--- src/rtl/rppt_pkg.sv ---
// Shared constants, types and helpers for the ROI polygon point test.
`default_nettype none

package rppt_pkg;

  localparam int MAX_VERTICES = 32;
  localparam int COORD_BITS   = 16;
  localparam int MIN_VERTICES = 3;

  localparam int IDX_W  = $clog2(MAX_VERTICES);
  localparam int CNT_W  = $clog2(MAX_VERTICES + 1);
  localparam int OPND_W = COORD_BITS + 2;
  localparam int PROD_W = 2 * OPND_W;

  typedef logic signed [COORD_BITS-1:0] coord_t;
  typedef logic signed [OPND_W-1:0]     opnd_t;
  typedef logic signed [PROD_W-1:0]     prod_t;
  typedef logic [IDX_W-1:0]             idx_t;
  typedef logic [CNT_W-1:0]             cnt_t;

  typedef enum logic [1:0] {
    MODE_CLEAR = 2'd0,
    MODE_ADD   = 2'd1,
    MODE_QUERY = 2'd2
  } mode_t;

  typedef struct packed {
    coord_t x;
    coord_t y;
  } vtx_t;

  typedef struct packed {
    logic we;
    idx_t addr;
    vtx_t data;
  } wr_req_t;

  typedef struct packed {
    logic en;
    idx_t addr;
  } rd_req_t;

  // Coordinate at doubled scale, sign-extended to operand width.
  function automatic opnd_t dbl(input coord_t v);
    return {v[COORD_BITS-1], v, 1'b0};
  endfunction

  // Coordinate sign-extended to operand width.
  function automatic opnd_t sext(input coord_t v);
    return {v[COORD_BITS-1], v[COORD_BITS-1], v};
  endfunction

endpackage

`default_nettype wire

--- src/rtl/rppt_in_if.sv ---
// Input item channel: mode, vertex and bounding box fields.
`default_nettype none

interface rppt_in_if import rppt_pkg::*; ();
  logic                  valid;
  logic                  ready;
  logic [1:0]            mode;
  logic signed [COORD_BITS-1:0] vertex_x;
  logic signed [COORD_BITS-1:0] vertex_y;
  logic signed [COORD_BITS-1:0] box_top;
  logic signed [COORD_BITS-1:0] box_left;
  logic signed [COORD_BITS-1:0] box_bottom;
  logic signed [COORD_BITS-1:0] box_right;

  modport source (
    output valid, mode, vertex_x, vertex_y, box_top, box_left, box_bottom, box_right,
    input  ready
  );

  modport sink (
    input  valid, mode, vertex_x, vertex_y, box_top, box_left, box_bottom, box_right,
    output ready
  );
endinterface

`default_nettype wire

--- src/rtl/rppt_out_if.sv ---
// Result item channel: accepted flag, inside flag and vertex count.
`default_nettype none

interface rppt_out_if import rppt_pkg::*; ();
  logic             valid;
  logic             ready;
  logic             accepted;
  logic             inside_res;
  logic [CNT_W-1:0] vertex_total;

  modport source (
    output valid, accepted, inside_res, vertex_total,
    input  ready
  );

  modport sink (
    input  valid, accepted, inside_res, vertex_total,
    output ready
  );
endinterface

`default_nettype wire

--- src/rtl/rppt_store.sv ---
// Vertex store: one write port, one registered read port.
`default_nettype none

module rppt_store import rppt_pkg::*; (
  input  wire logic    clk,
  input  wire wr_req_t wr_req,
  input  wire rd_req_t rd_req,
  output vtx_t         rd_data_r
);

  vtx_t mem [MAX_VERTICES];

  always_ff @(posedge clk) begin
    if (wr_req.we) begin
      mem[wr_req.addr] <= wr_req.data;
    end
  end

  always_ff @(posedge clk) begin
    if (rd_req.en) begin
      rd_data_r <= mem[rd_req.addr];
    end
  end

endmodule

`default_nettype wire

--- src/rtl/rppt_mul.sv ---
// Shared signed multiplier with a registered product.
`default_nettype none

module rppt_mul import rppt_pkg::*; (
  input  wire logic  clk,
  input  wire logic  en,
  input  wire opnd_t op_a,
  input  wire opnd_t op_b,
  output prod_t      prod_r
);

  prod_t prod_nxt;

  assign prod_nxt = prod_t'(op_a) * prod_t'(op_b);

  always_ff @(posedge clk) begin
    if (en) begin
      prod_r <= prod_nxt;
    end
  end

endmodule

`default_nettype wire

--- src/rtl/roi_polygon_point_test_top.sv ---
// Region-of-interest polygon store with a ray-casting point-in-polygon query.
//
// Usage:
//   in_ch carries one item per valid/ready handshake. Mode clear empties the
//   polygon, mode add appends a vertex (refused when the store holds
//   MAX_VERTICES), mode query tests the center of a bounding box against the
//   polygon. Every item gives exactly one result on out_ch: accepted,
//   inside_res and the vertex count after the item.
//   Clear, add and an unused mode go from idle straight to the final step,
//   which loads the result register. A query over n >= 3 vertices reads the
//   last vertex first, then walks every edge; fewer than three skip the walk.
//   Each edge takes one store read, then two passes through the
//   single shared multiplier and a compare of the two products.
//   One item is in work at a time; in_ch.ready is high only while idle, so
//   a new item is taken only after the previous one has left its final step.
//   When out_ch.ready is low the result stays registered and the block holds
//   in its final step until the slot frees; a new item may be taken while a
//   previous result still waits.
//   Reset (rst_n low, synchronous) empties the polygon, drops any pending
//   result and returns to idle. Store contents are not cleared.
`default_nettype none

module roi_polygon_point_test_top import rppt_pkg::*; (
  input  wire logic clk,
  input  wire logic rst_n,
  rppt_in_if.sink   in_ch,
  rppt_out_if.source out_ch
);

  typedef enum logic [2:0] {
    S_IDLE,
    S_PREV,
    S_OP,
    S_M1,
    S_M2,
    S_CMP,
    S_DONE
  } state_t;

  state_t  state_r;
  cnt_t    cnt_r;
  idx_t    idx_r;
  opnd_t   cx2_r, cy2_r;
  coord_t  prev_x_r, prev_y_r;
  opnd_t   op1a_r, op1b_r, op2a_r, op2b_r;
  logic    straddle_r;
  prod_t   p1_r;
  logic    acc_r, inside_r;
  logic    out_valid_r, out_acc_r, out_ins_r;
  cnt_t    out_tot_r;

  logic    in_fire;
  logic    full;
  cnt_t    cnt_m1;
  wr_req_t wr_req;
  rd_req_t rd_req;
  vtx_t    rd_data;
  logic    mul_en;
  opnd_t   mul_a, mul_b;
  prod_t   prod;

  // Edge operands from the previous vertex (j) and the one just read (i).
  opnd_t   xi, yi, xj, yj, dy, lhs_a, rhs_a, rhs_b;
  logic    straddle;

  assign in_ch.ready = (state_r == S_IDLE);
  assign in_fire     = in_ch.valid && in_ch.ready;
  assign full        = (cnt_r >= cnt_t'(MAX_VERTICES));
  assign cnt_m1      = cnt_r - cnt_t'(1);

  assign out_ch.valid        = out_valid_r;
  assign out_ch.accepted     = out_acc_r;
  assign out_ch.inside_res   = out_ins_r;
  assign out_ch.vertex_total = out_tot_r;

  always_comb begin
    wr_req.we     = in_fire && (in_ch.mode == MODE_ADD) && !full;
    wr_req.addr   = cnt_r[IDX_W-1:0];
    wr_req.data.x = in_ch.vertex_x;
    wr_req.data.y = in_ch.vertex_y;
  end

  always_comb begin
    rd_req.en   = 1'b0;
    rd_req.addr = idx_r + idx_t'(1);
    unique case (state_r)
      S_IDLE: begin
        rd_req.en   = in_fire && (in_ch.mode == MODE_QUERY);
        rd_req.addr = cnt_m1[IDX_W-1:0];
      end
      S_PREV: begin
        rd_req.en   = 1'b1;
        rd_req.addr = '0;
      end
      S_M2: begin
        rd_req.en = 1'b1;
      end
      default: begin
        rd_req.en = 1'b0;
      end
    endcase
  end

  always_comb begin
    xi       = dbl(rd_data.x);
    yi       = dbl(rd_data.y);
    xj       = dbl(prev_x_r);
    yj       = dbl(prev_y_r);
    dy       = yj - yi;
    lhs_a    = cx2_r - xi;
    rhs_a    = xj - xi;
    rhs_b    = cy2_r - yi;
    straddle = (yi > cy2_r) != (yj > cy2_r);
  end

  assign mul_en = (state_r == S_M1) || (state_r == S_M2);
  assign mul_a  = (state_r == S_M1) ? op1a_r : op2a_r;
  assign mul_b  = (state_r == S_M1) ? op1b_r : op2b_r;

  rppt_store u_store (
    .clk      (clk),
    .wr_req   (wr_req),
    .rd_req   (rd_req),
    .rd_data_r(rd_data)
  );

  rppt_mul u_mul (
    .clk   (clk),
    .en    (mul_en),
    .op_a  (mul_a),
    .op_b  (mul_b),
    .prod_r(prod)
  );

  always_ff @(posedge clk) begin
    if (!rst_n) begin
      state_r     <= S_IDLE;
      cnt_r       <= '0;
      idx_r       <= '0;
      acc_r       <= 1'b0;
      inside_r    <= 1'b0;
      out_valid_r <= 1'b0;
      out_acc_r   <= 1'b0;
      out_ins_r   <= 1'b0;
      out_tot_r   <= '0;
    end else begin
      // The final step reloads the result register itself.
      if (out_valid_r && out_ch.ready && (state_r != S_DONE)) begin
        out_valid_r <= 1'b0;
      end
      unique case (state_r)
        S_IDLE: begin
          if (in_fire) begin
            inside_r <= 1'b0;
            unique case (in_ch.mode)
              MODE_CLEAR: begin
                cnt_r   <= '0;
                acc_r   <= 1'b1;
                state_r <= S_DONE;
              end
              MODE_ADD: begin
                acc_r   <= !full;
                state_r <= S_DONE;
                if (!full) begin
                  cnt_r <= cnt_r + cnt_t'(1);
                end
              end
              MODE_QUERY: begin
                acc_r <= 1'b1;
                cx2_r <= sext(in_ch.box_left) + sext(in_ch.box_right);
                cy2_r <= sext(in_ch.box_top) + sext(in_ch.box_bottom);
                idx_r <= '0;
                if (cnt_r >= cnt_t'(MIN_VERTICES)) begin
                  state_r <= S_PREV;
                end else begin
                  state_r <= S_DONE;
                end
              end
              default: begin
                acc_r   <= 1'b0;
                state_r <= S_DONE;
              end
            endcase
          end
        end
        S_PREV: begin
          prev_x_r <= rd_data.x;
          prev_y_r <= rd_data.y;
          state_r  <= S_OP;
        end
        S_OP: begin
          // Order the products so the compare follows the sign of dy.
          if (dy > opnd_t'(0)) begin
            op1a_r <= lhs_a;
            op1b_r <= dy;
            op2a_r <= rhs_a;
            op2b_r <= rhs_b;
          end else begin
            op1a_r <= rhs_a;
            op1b_r <= rhs_b;
            op2a_r <= lhs_a;
            op2b_r <= dy;
          end
          straddle_r <= straddle;
          prev_x_r   <= rd_data.x;
          prev_y_r   <= rd_data.y;
          state_r    <= S_M1;
        end
        S_M1: begin
          state_r <= S_M2;
        end
        S_M2: begin
          p1_r    <= prod;
          state_r <= S_CMP;
        end
        S_CMP: begin
          if (straddle_r && (p1_r < prod)) begin
            inside_r <= !inside_r;
          end
          if (idx_r == cnt_m1[IDX_W-1:0]) begin
            state_r <= S_DONE;
          end else begin
            idx_r   <= idx_r + idx_t'(1);
            state_r <= S_OP;
          end
        end
        S_DONE: begin
          // Hold until the result register is free.
          if (!out_valid_r || out_ch.ready) begin
            out_valid_r <= 1'b1;
            out_acc_r   <= acc_r;
            out_ins_r   <= inside_r;
            out_tot_r   <= cnt_r;
            state_r     <= S_IDLE;
          end
        end
        default: begin
          state_r <= S_IDLE;
        end
      endcase
    end
  end

endmodule

`default_nettype wire

--- src/flat_wrapper.sv ---
// flat-port wrapper written by rule: the top's interface ports become plain ports
module roi_polygon_point_test_top_flat import rppt_pkg::*;
  (clk, rst_n, in_ch_valid, in_ch_mode, in_ch_vertex_x, in_ch_vertex_y, in_ch_box_top, in_ch_box_left, in_ch_box_bottom, in_ch_box_right, in_ch_ready, out_ch_valid, out_ch_accepted, out_ch_inside_res, out_ch_vertex_total, out_ch_ready);
  rppt_in_if in_ch_i ();
  rppt_out_if out_ch_i ();
  input  wire logic clk;
  input  wire logic rst_n;
  input wire logic [$bits(in_ch_i.valid)-1:0] in_ch_valid;
  input wire logic [$bits(in_ch_i.mode)-1:0] in_ch_mode;
  input wire logic [$bits(in_ch_i.vertex_x)-1:0] in_ch_vertex_x;
  input wire logic [$bits(in_ch_i.vertex_y)-1:0] in_ch_vertex_y;
  input wire logic [$bits(in_ch_i.box_top)-1:0] in_ch_box_top;
  input wire logic [$bits(in_ch_i.box_left)-1:0] in_ch_box_left;
  input wire logic [$bits(in_ch_i.box_bottom)-1:0] in_ch_box_bottom;
  input wire logic [$bits(in_ch_i.box_right)-1:0] in_ch_box_right;
  output wire logic [$bits(in_ch_i.ready)-1:0] in_ch_ready;
  output wire logic [$bits(out_ch_i.valid)-1:0] out_ch_valid;
  output wire logic [$bits(out_ch_i.accepted)-1:0] out_ch_accepted;
  output wire logic [$bits(out_ch_i.inside_res)-1:0] out_ch_inside_res;
  output wire logic [$bits(out_ch_i.vertex_total)-1:0] out_ch_vertex_total;
  input wire logic [$bits(out_ch_i.ready)-1:0] out_ch_ready;
  assign in_ch_i.valid = in_ch_valid;
  assign in_ch_i.mode = in_ch_mode;
  assign in_ch_i.vertex_x = in_ch_vertex_x;
  assign in_ch_i.vertex_y = in_ch_vertex_y;
  assign in_ch_i.box_top = in_ch_box_top;
  assign in_ch_i.box_left = in_ch_box_left;
  assign in_ch_i.box_bottom = in_ch_box_bottom;
  assign in_ch_i.box_right = in_ch_box_right;
  assign in_ch_ready = in_ch_i.ready;
  assign out_ch_valid = out_ch_i.valid;
  assign out_ch_accepted = out_ch_i.accepted;
  assign out_ch_inside_res = out_ch_i.inside_res;
  assign out_ch_vertex_total = out_ch_i.vertex_total;
  assign out_ch_i.ready = out_ch_ready;
  roi_polygon_point_test_top u_core (.clk(clk), .rst_n(rst_n), .in_ch(in_ch_i), .out_ch(out_ch_i));
endmodule
--- config.mk ---
export PLATFORM = sky130hd
export DESIGN_NAME = roi_polygon_point_test_top_flat
export DESIGN_NICKNAME = d
export VERILOG_FILES = /design/src/rtl/rppt_pkg.sv /design/src/rtl/rppt_in_if.sv /design/src/rtl/rppt_out_if.sv /design/src/rtl/rppt_store.sv /design/src/rtl/rppt_mul.sv /design/src/rtl/roi_polygon_point_test_top.sv /design/src/flat_wrapper.sv
export SDC_FILE = /design/constraint.sdc
export NUM_CORES = 2
export LEC_CHECK = 0
export BUFFER_PORTS_ARGS = -buffer_cell sky130_fd_sc_hd__buf_2
export CORE_UTILIZATION = 45
export DETAILED_ROUTE_END_ITERATION = 7
export SYNTH_ARGS = -nofsm -noshare
export SYNTH_HDL_FRONTEND = slang
export SYNTH_SLANG_ARGS = --single-unit
--- constraint.sdc ---
create_clock -name clk -period 9.6 [get_ports clk]
set_clock_uncertainty 0.05 [all_clocks]
set_input_delay 0.96 -clock clk [delete_from_list [all_inputs] [get_ports clk]]
set_output_delay 0.96 -clock clk [all_outputs]
set_load 0.01 [all_outputs]
After elaboration in Yosys (flattened, before gate mapping)

Memory sizes are Yosys's and may differ from the RTL's. A register that Yosys moved wholly into a read port is not among the register bits.
Index checks and enable logic that the tools add are counted.

Register bits after elaboration: 238
RAM bits: 1,024
Input bits: 102
Output and inout bits: 10
Word-level logic and storage cells: 112
Memories: 1

Memories:

| name               | depth | width | read ports | clocked after memory_dff | wr ports | line             | RTL |
|---|---|---|---|---|---|---|---|
| u_core.u_store.mem | 32    | 32    | 1          | 1                        | 1        | rppt_store.sv:11 | `vtx_t mem [MAX_VERTICES];` |

$add $sub $neg: 9
Multiply operators: 1
$lt $le $gt $ge: 6
Eq/ne operators: 17
Mux-type cells: 29
Reduce and logical (&&, ||, !) cells: 29

Operators by type and width:

| operator              | count |
|---|---|
| $mux W18              | 6 |
| $gt A17 B18 Y1        | 2 |
| $lt A36 B36 Y1        | 1 |
| $mul A18 B18 Y36      | 1 |
| $sub A17 B17 Y18      | 2 |
| $sub A18 B17 Y18      | 2 |
| $add A16 B16 Y17      | 2 |
| $pmux W3 S7           | 1 |
| $pmux W5 S2           | 2 |
| $gt A18 B1 Y1 const B | 1 |
| $mux W3               | 5 |
| $mux W5               | 3 |
| $pmux W6 S2           | 1 |
| $reduce_and A2 Y1     | 6 |
| $reduce_and A4 Y1     | 3 |
| $eq A3 B3 Y1 const B  | 3 |
| $ne A2 B2 Y1 const B  | 4 |
| $logic_and A1 B1 Y1   | 7 |
| $mux W1               | 7 |
| $add A6 B1 Y6 const B | 1 |
| $eq A3 B2 Y1 const B  | 2 |
| $ge A6 B2 Y1 const B  | 1 |
| $ge A6 B6 Y1 const B  | 1 |
| $mux W6               | 1 |
| other kinds (17)      | 26 |

Longest topological paths before layout

Depth in word-level cells: 6
Mapped depth: 29
Gate-level depth less buffers: 26

By module

From an unflattened synthesis, not the netlist that was laid out.

Cell total of the unflattened synthesis: 4,866
Area total of the unflattened synthesis: 67,367.1 um^2

By module, submodules not included:

| module                     | instances | cells each | area an instance (um^2) | sequential area each (um^2) |
|---|---|---|---|---|
| rppt_store                 | 1         | 2,260      | 40,812.9                | 31,710.4 |
| roi_polygon_point_test_top | 1         | 1,247      | 13,404.1                | 5,755.5 |
| rppt_mul                   | 1         | 1,359      | 13,150.1                | 1,081.0 |

Worst setup path before layout

OpenSTA, ideal clock, no wires.

Kind: reg2reg
From: register u_core.state_r[1]
To: register u_core.u_mul.prod_r[35], data pin
Setup time: 0.260 ns
Data arrival time: 7.449 ns
Data required time: 9.290 ns
Slack: 1.842 ns
Cell stages (with the launch flop): 26
Path buffers: 4
Clock period less this slack: 7.758 ns
Cell sequence: dfxtp_1 -> buf_1 -> nand3b_1 -> clkbuf_1 -> clkbuf_1 -> buf_1 -> mux2_2 -> nand2_1 -> fa_1 -> inv_1 -> fa_1 -> fa_1 -> fa_1 -> fa_1 -> inv_1 -> fa_1 -> inv_1 -> ha_1 -> a21o_1 -> a21o_1 -> a21oi_1 -> o211ai_1 -> o221a_2 -> a211o_1 -> a21oi_1 -> xnor2_1

Longest elaborated chain between the ends: 3
Elaborated cells on any way between the ends: 4
Those cells by class: mul: 1; eq/ne: 1; mux: 2

Ends and longest elaborated chain:

| element                       | line                                                                 | RTL |
|---|---|---|
| start, declared               | roi_polygon_point_test_top.sv:40                                     | `state_t state_r;` |
| start signal, assigned        | roi_polygon_point_test_top.sv:137                                    | `state_r <= S_IDLE;` |
| start signal, assigned        | roi_polygon_point_test_top.sv:159                                    | `state_r <= S_DONE;` |
| start signal, assigned        | roi_polygon_point_test_top.sv:163                                    | `state_r <= S_DONE;` |
| $eq A3 B2 Y1 *                | roi_polygon_point_test_top.sv:117, roi_polygon_point_test_top.sv:118 |  |
| $mux W18 (on tied branches)   | roi_polygon_point_test_top.sv:117, roi_polygon_point_test_top.sv:118 |  |
| $mul A18 B18 Y36 *            | rppt_mul.sv:14                                                       | `assign prod_nxt = prod_t'(op_a) * prod_t'(op_b);` |
| via u_core.u_mul.prod_nxt[35] | rppt_mul.sv:12                                                       | `prod_t prod_nxt;` |
| end signal, assigned          | rppt_mul.sv:18                                                       | `prod_r <= prod_nxt;` |
| end, declared                 | rppt_mul.sv:9                                                        | `output prod_t prod_r` |

The timed path passes the listed nets; every way through them passes the cells marked *.
A chain may end at the register's enable or synchronous reset.

Worst setup path in the final report

From: register u_core.state_r[0]
To: register u_core.u_mul.prod_r[32], data pin

Same word-level chain as after synthesis.

==> results.sh <==
export IMPL_status="finished clean"
export IMPL_drv_cap=0
export IMPL_routed_wl_um=175000
export IMPL_slew_violations=0
export IMPL_drtAntennaViolNets=0
export IMPL_tightestPinTransition_ns=1.14
export IMPL_synth_main_ff_cell="edfxtp_1"
export IMPL_num_rows=142
export IMPL_grt_antenna_before_repair=24
export IMPL_worstPathArrival_ns=9.14
export IMPL_synth_seq_cells=1292
export IMPL_drt_pass1_iterations=5
export IMPL_drc=0
export IMPL_routedWlPerCell_um=23.3
export IMPL_grtUsageTotal=0.228
export IMPL_synth_edf_count=1267
export IMPL_drt_iter0_drc=3035
export IMPL_grt_pass1_wl_um=258000
export IMPL_tns_ns=0
export IMPL_syn_inst=5313
export IMPL_htreeDepth=4
export IMPL_hold_viol=0
export IMPL_via_per_inst=5.57
export IMPL_ios=112
export IMPL_die_area_sq_mm=0.153
export IMPL_clk_pin_slew_ns=0.06
export IMPL_clk_latency_ns=0.77
export IMPL_setup_worst_path_end_class="flip-flop"
export IMPL_path_max_fanout=13
export IMPL_fp_dieH_um=391
export IMPL_fmax_mhz=115
export IMPL_slew_headroom=0.232
export IMPL_cts_sink_count=1292
export IMPL_synth_distinct_cells=68
export IMPL_syn_to_final_growth_pct=11.3
export IMPL_rsz0062_at_grt="false"
export IMPL_hp_class="flip-flop to flip-flop"
export IMPL_grt_pass1_vias=41000
export IMPL_hold_buffers=0
export IMPL_cts_buffers_inserted=141
export IMPL_dp_hpwl_um=106000
export IMPL_synth_area_sq_mm=0.0680
export IMPL_async_flop_share=0
export IMPL_yosys_area_top_type_share=0.559
export IMPL_critPathKind="flip-flop to flip-flop"
export IMPL_cts_tree="yes"
export IMPL_overflow=0
export IMPL_cts_root_buf="clkbuf_16"
export IMPL_die_w_um=391
export IMPL_postCtsSetupBuffers=0
export IMPL_gp_congestion=0.938
export IMPL_setup_viol=0
export IMPL_start_kind="flip-flop"
export IMPL_synth_seq_area_share=0.566
export IMPL_syn_area_per_cell_sq_um=12.8
export IMPL_start_util=0.454
export IMPL_min_period_over_period=0.905
export IMPL_yosys_area_top_type="edfxtp_1"
export IMPL_synthesis_nets=5996
export IMPL_clockBufferDepth=3
export IMPL_grt_max_degree=200
export IMPL_n_fill_cell=13000
export IMPL_cts_resized=0
export IMPL_yosys_warnings=0
export IMPL_nets=6082
export IMPL_via_count=42000
export IMPL_core_area_sq_mm=0.150
export IMPL_io_buffers=111
export IMPL_min_period_ns=8.69
export IMPL_whs_ns=0.394
export IMPL_layout_drive_gt1_share=0.0871
export IMPL_cp_data_required_time_ns=10.05
export IMPL_fin_util=0.505
export IMPL_synth_area_leaders="edfxtp_1, fa_1, a211oi_1"
[path summary, 6_finish.rpt]
kind | from | end | slack, ns | cells after the start
setup / recovery | u_core.state_r[0] | u_core.u_mul.prod_r[32] | 0.91 | 24
hold / removal | u_core.u_mul.prod_r[15] | u_core.p1_r[15] | 0.39 | 0
setup reg to reg | u_core.state_r[0] | u_core.u_mul.prod_r[32] | 0.91 | 24
hold reg to reg | u_core.u_mul.prod_r[15] | u_core.p1_r[15] | 0.39 | 0
[critical path: stages (launching register included)]
cell,delay [ns]
dfxtp_1,0.62
nand3b_1,0.70
buf_4,0.47
mux2i_1,0.86
nor2_1,0.17
fa_1,0.58
inv_1,0.05
fa_1,0.48
fa_1,0.52
inv_1,0.06
fa_1,0.51
fa_1,0.51
inv_1,0.05
fa_1,0.47
inv_1,0.04
ha_1,0.37
nand4_1,0.18
nor2_1,0.33
nand2_1,0.09
a21oi_1,0.41
o32a_1,0.31
and4_1,0.22
o31ai_1,0.08
nor2b_1,0.15
xnor2_1,0.11
[metal layers]
metal  vias to the layer above  share of wire  track usage
met5                         -        0.00075            0
met4                        22          0.028       0.0672
met3                       315          0.064       0.0464
met2                      1182           0.47        0.373
met1                     21100           0.44        0.307
li1                      19400              -            -
[cells in the final DEF (no fill, tap or decap), types with 10 or more instances in the layout]
cell type	instances
or3_1	18
edfxtp_1	1267
a211oi_1	488
nor2_1	274
or2_2	10
nand2_1	455
nand3_1	27
nor3_1	37
nor2b_1	171
ha_1	246
mux2_2	38
a31oi_1	136
nor2_4	33
buf_4	77
buf_2	111
dfxtp_1	25
nand2b_1	26
xnor2_1	79
clkinv_1	28
fa_1	335
inv_1	497
mux2i_1	215
and3_1	10
and2_1	138
xor2_1	46
nand4_1	15
clkbuf_16	141
o21ai_0	59
o21a_1	26
clkbuf_1	42
clkinv_2	14
a21oi_1	185
a21o_1	69
[registers in the layout, summed over array words and instances, names as in the netlist, 3 cells and up]
name / count
u_core.op1b_r: 18
u_core.out_ch.vertex_total: 6
u_core.cy2_r: 17
u_core.p1_r: 36
u_core.idx_r: 5
u_core.u_mul.prod_r: 36
u_core.op2a_r: 18
u_core.cx2_r: 17
u_core.prev_x_r: 16
u_core.prev_y_r: 16
u_core.op2b_r: 18
u_core.state_r: 3
u_core.cnt_r: 6
u_core.u_store.rd_data_r: 32
u_core.u_store.mem: 1024
u_core.op1a_r: 18
[through the flow]
step	cells	area, sq um	setup slack, ns
detailed placement	7272	71200	0.922
floorplan	5313	68000	1.84
global route	7527	75700	0.506
CTS	7526	75700	0.893
finish	7530	75700	0.911
global placement	7272	71200	1.07
[Yosys cell counts (136+ instances only)]
master / n
a211oi_1: 489
a21oi_1: 187
a31oi_1: 136
and2_1: 138
clkbuf_1: 218
edfxtp_1: 1267
fa_1: 335
ha_1: 246
inv_1: 497
mux2i_1: 216
nand2_1: 455
nor2_1: 306
nor2b_1: 171
[cell type report]
| cell class | count | area, sq um | area share |
|---|---|---|---|
| Sequential cell | 1292 | 38500 | 0.509 |
| Multi-Input combinational cell | 3271 | 27000 | 0.357 |
| Clock buffer | 183 | 3690 | 0.0487 |
| Tap cell | 2016 | 2520 | 0.0333 |
| Inverter | 497 | 1870 | 0.0246 |
| Timing Repair Buffer | 196 | 1290 | 0.0171 |
| Clock inverter | 71 | 803 | 0.0106 |
| Antenna cell | 4 | 10.0 | 0.000132 |
[cells by family after synthesis]
family	count (synthesis)	synth area share
flip-flops	1292	0.566
AND/OR/NAND/NOR	1236	0.0849
AO/OA/AOI/OAI	1071	0.108
buffers and inverters	750	0.0417
adder cells (fa/ha/maj)	581	0.144
multiplexers	258	0.0387
XOR/XNOR	125	0.0161
Power is not shown: default switching activity piles up to over one toggle a cycle in this logic, so the estimate is an artifact.
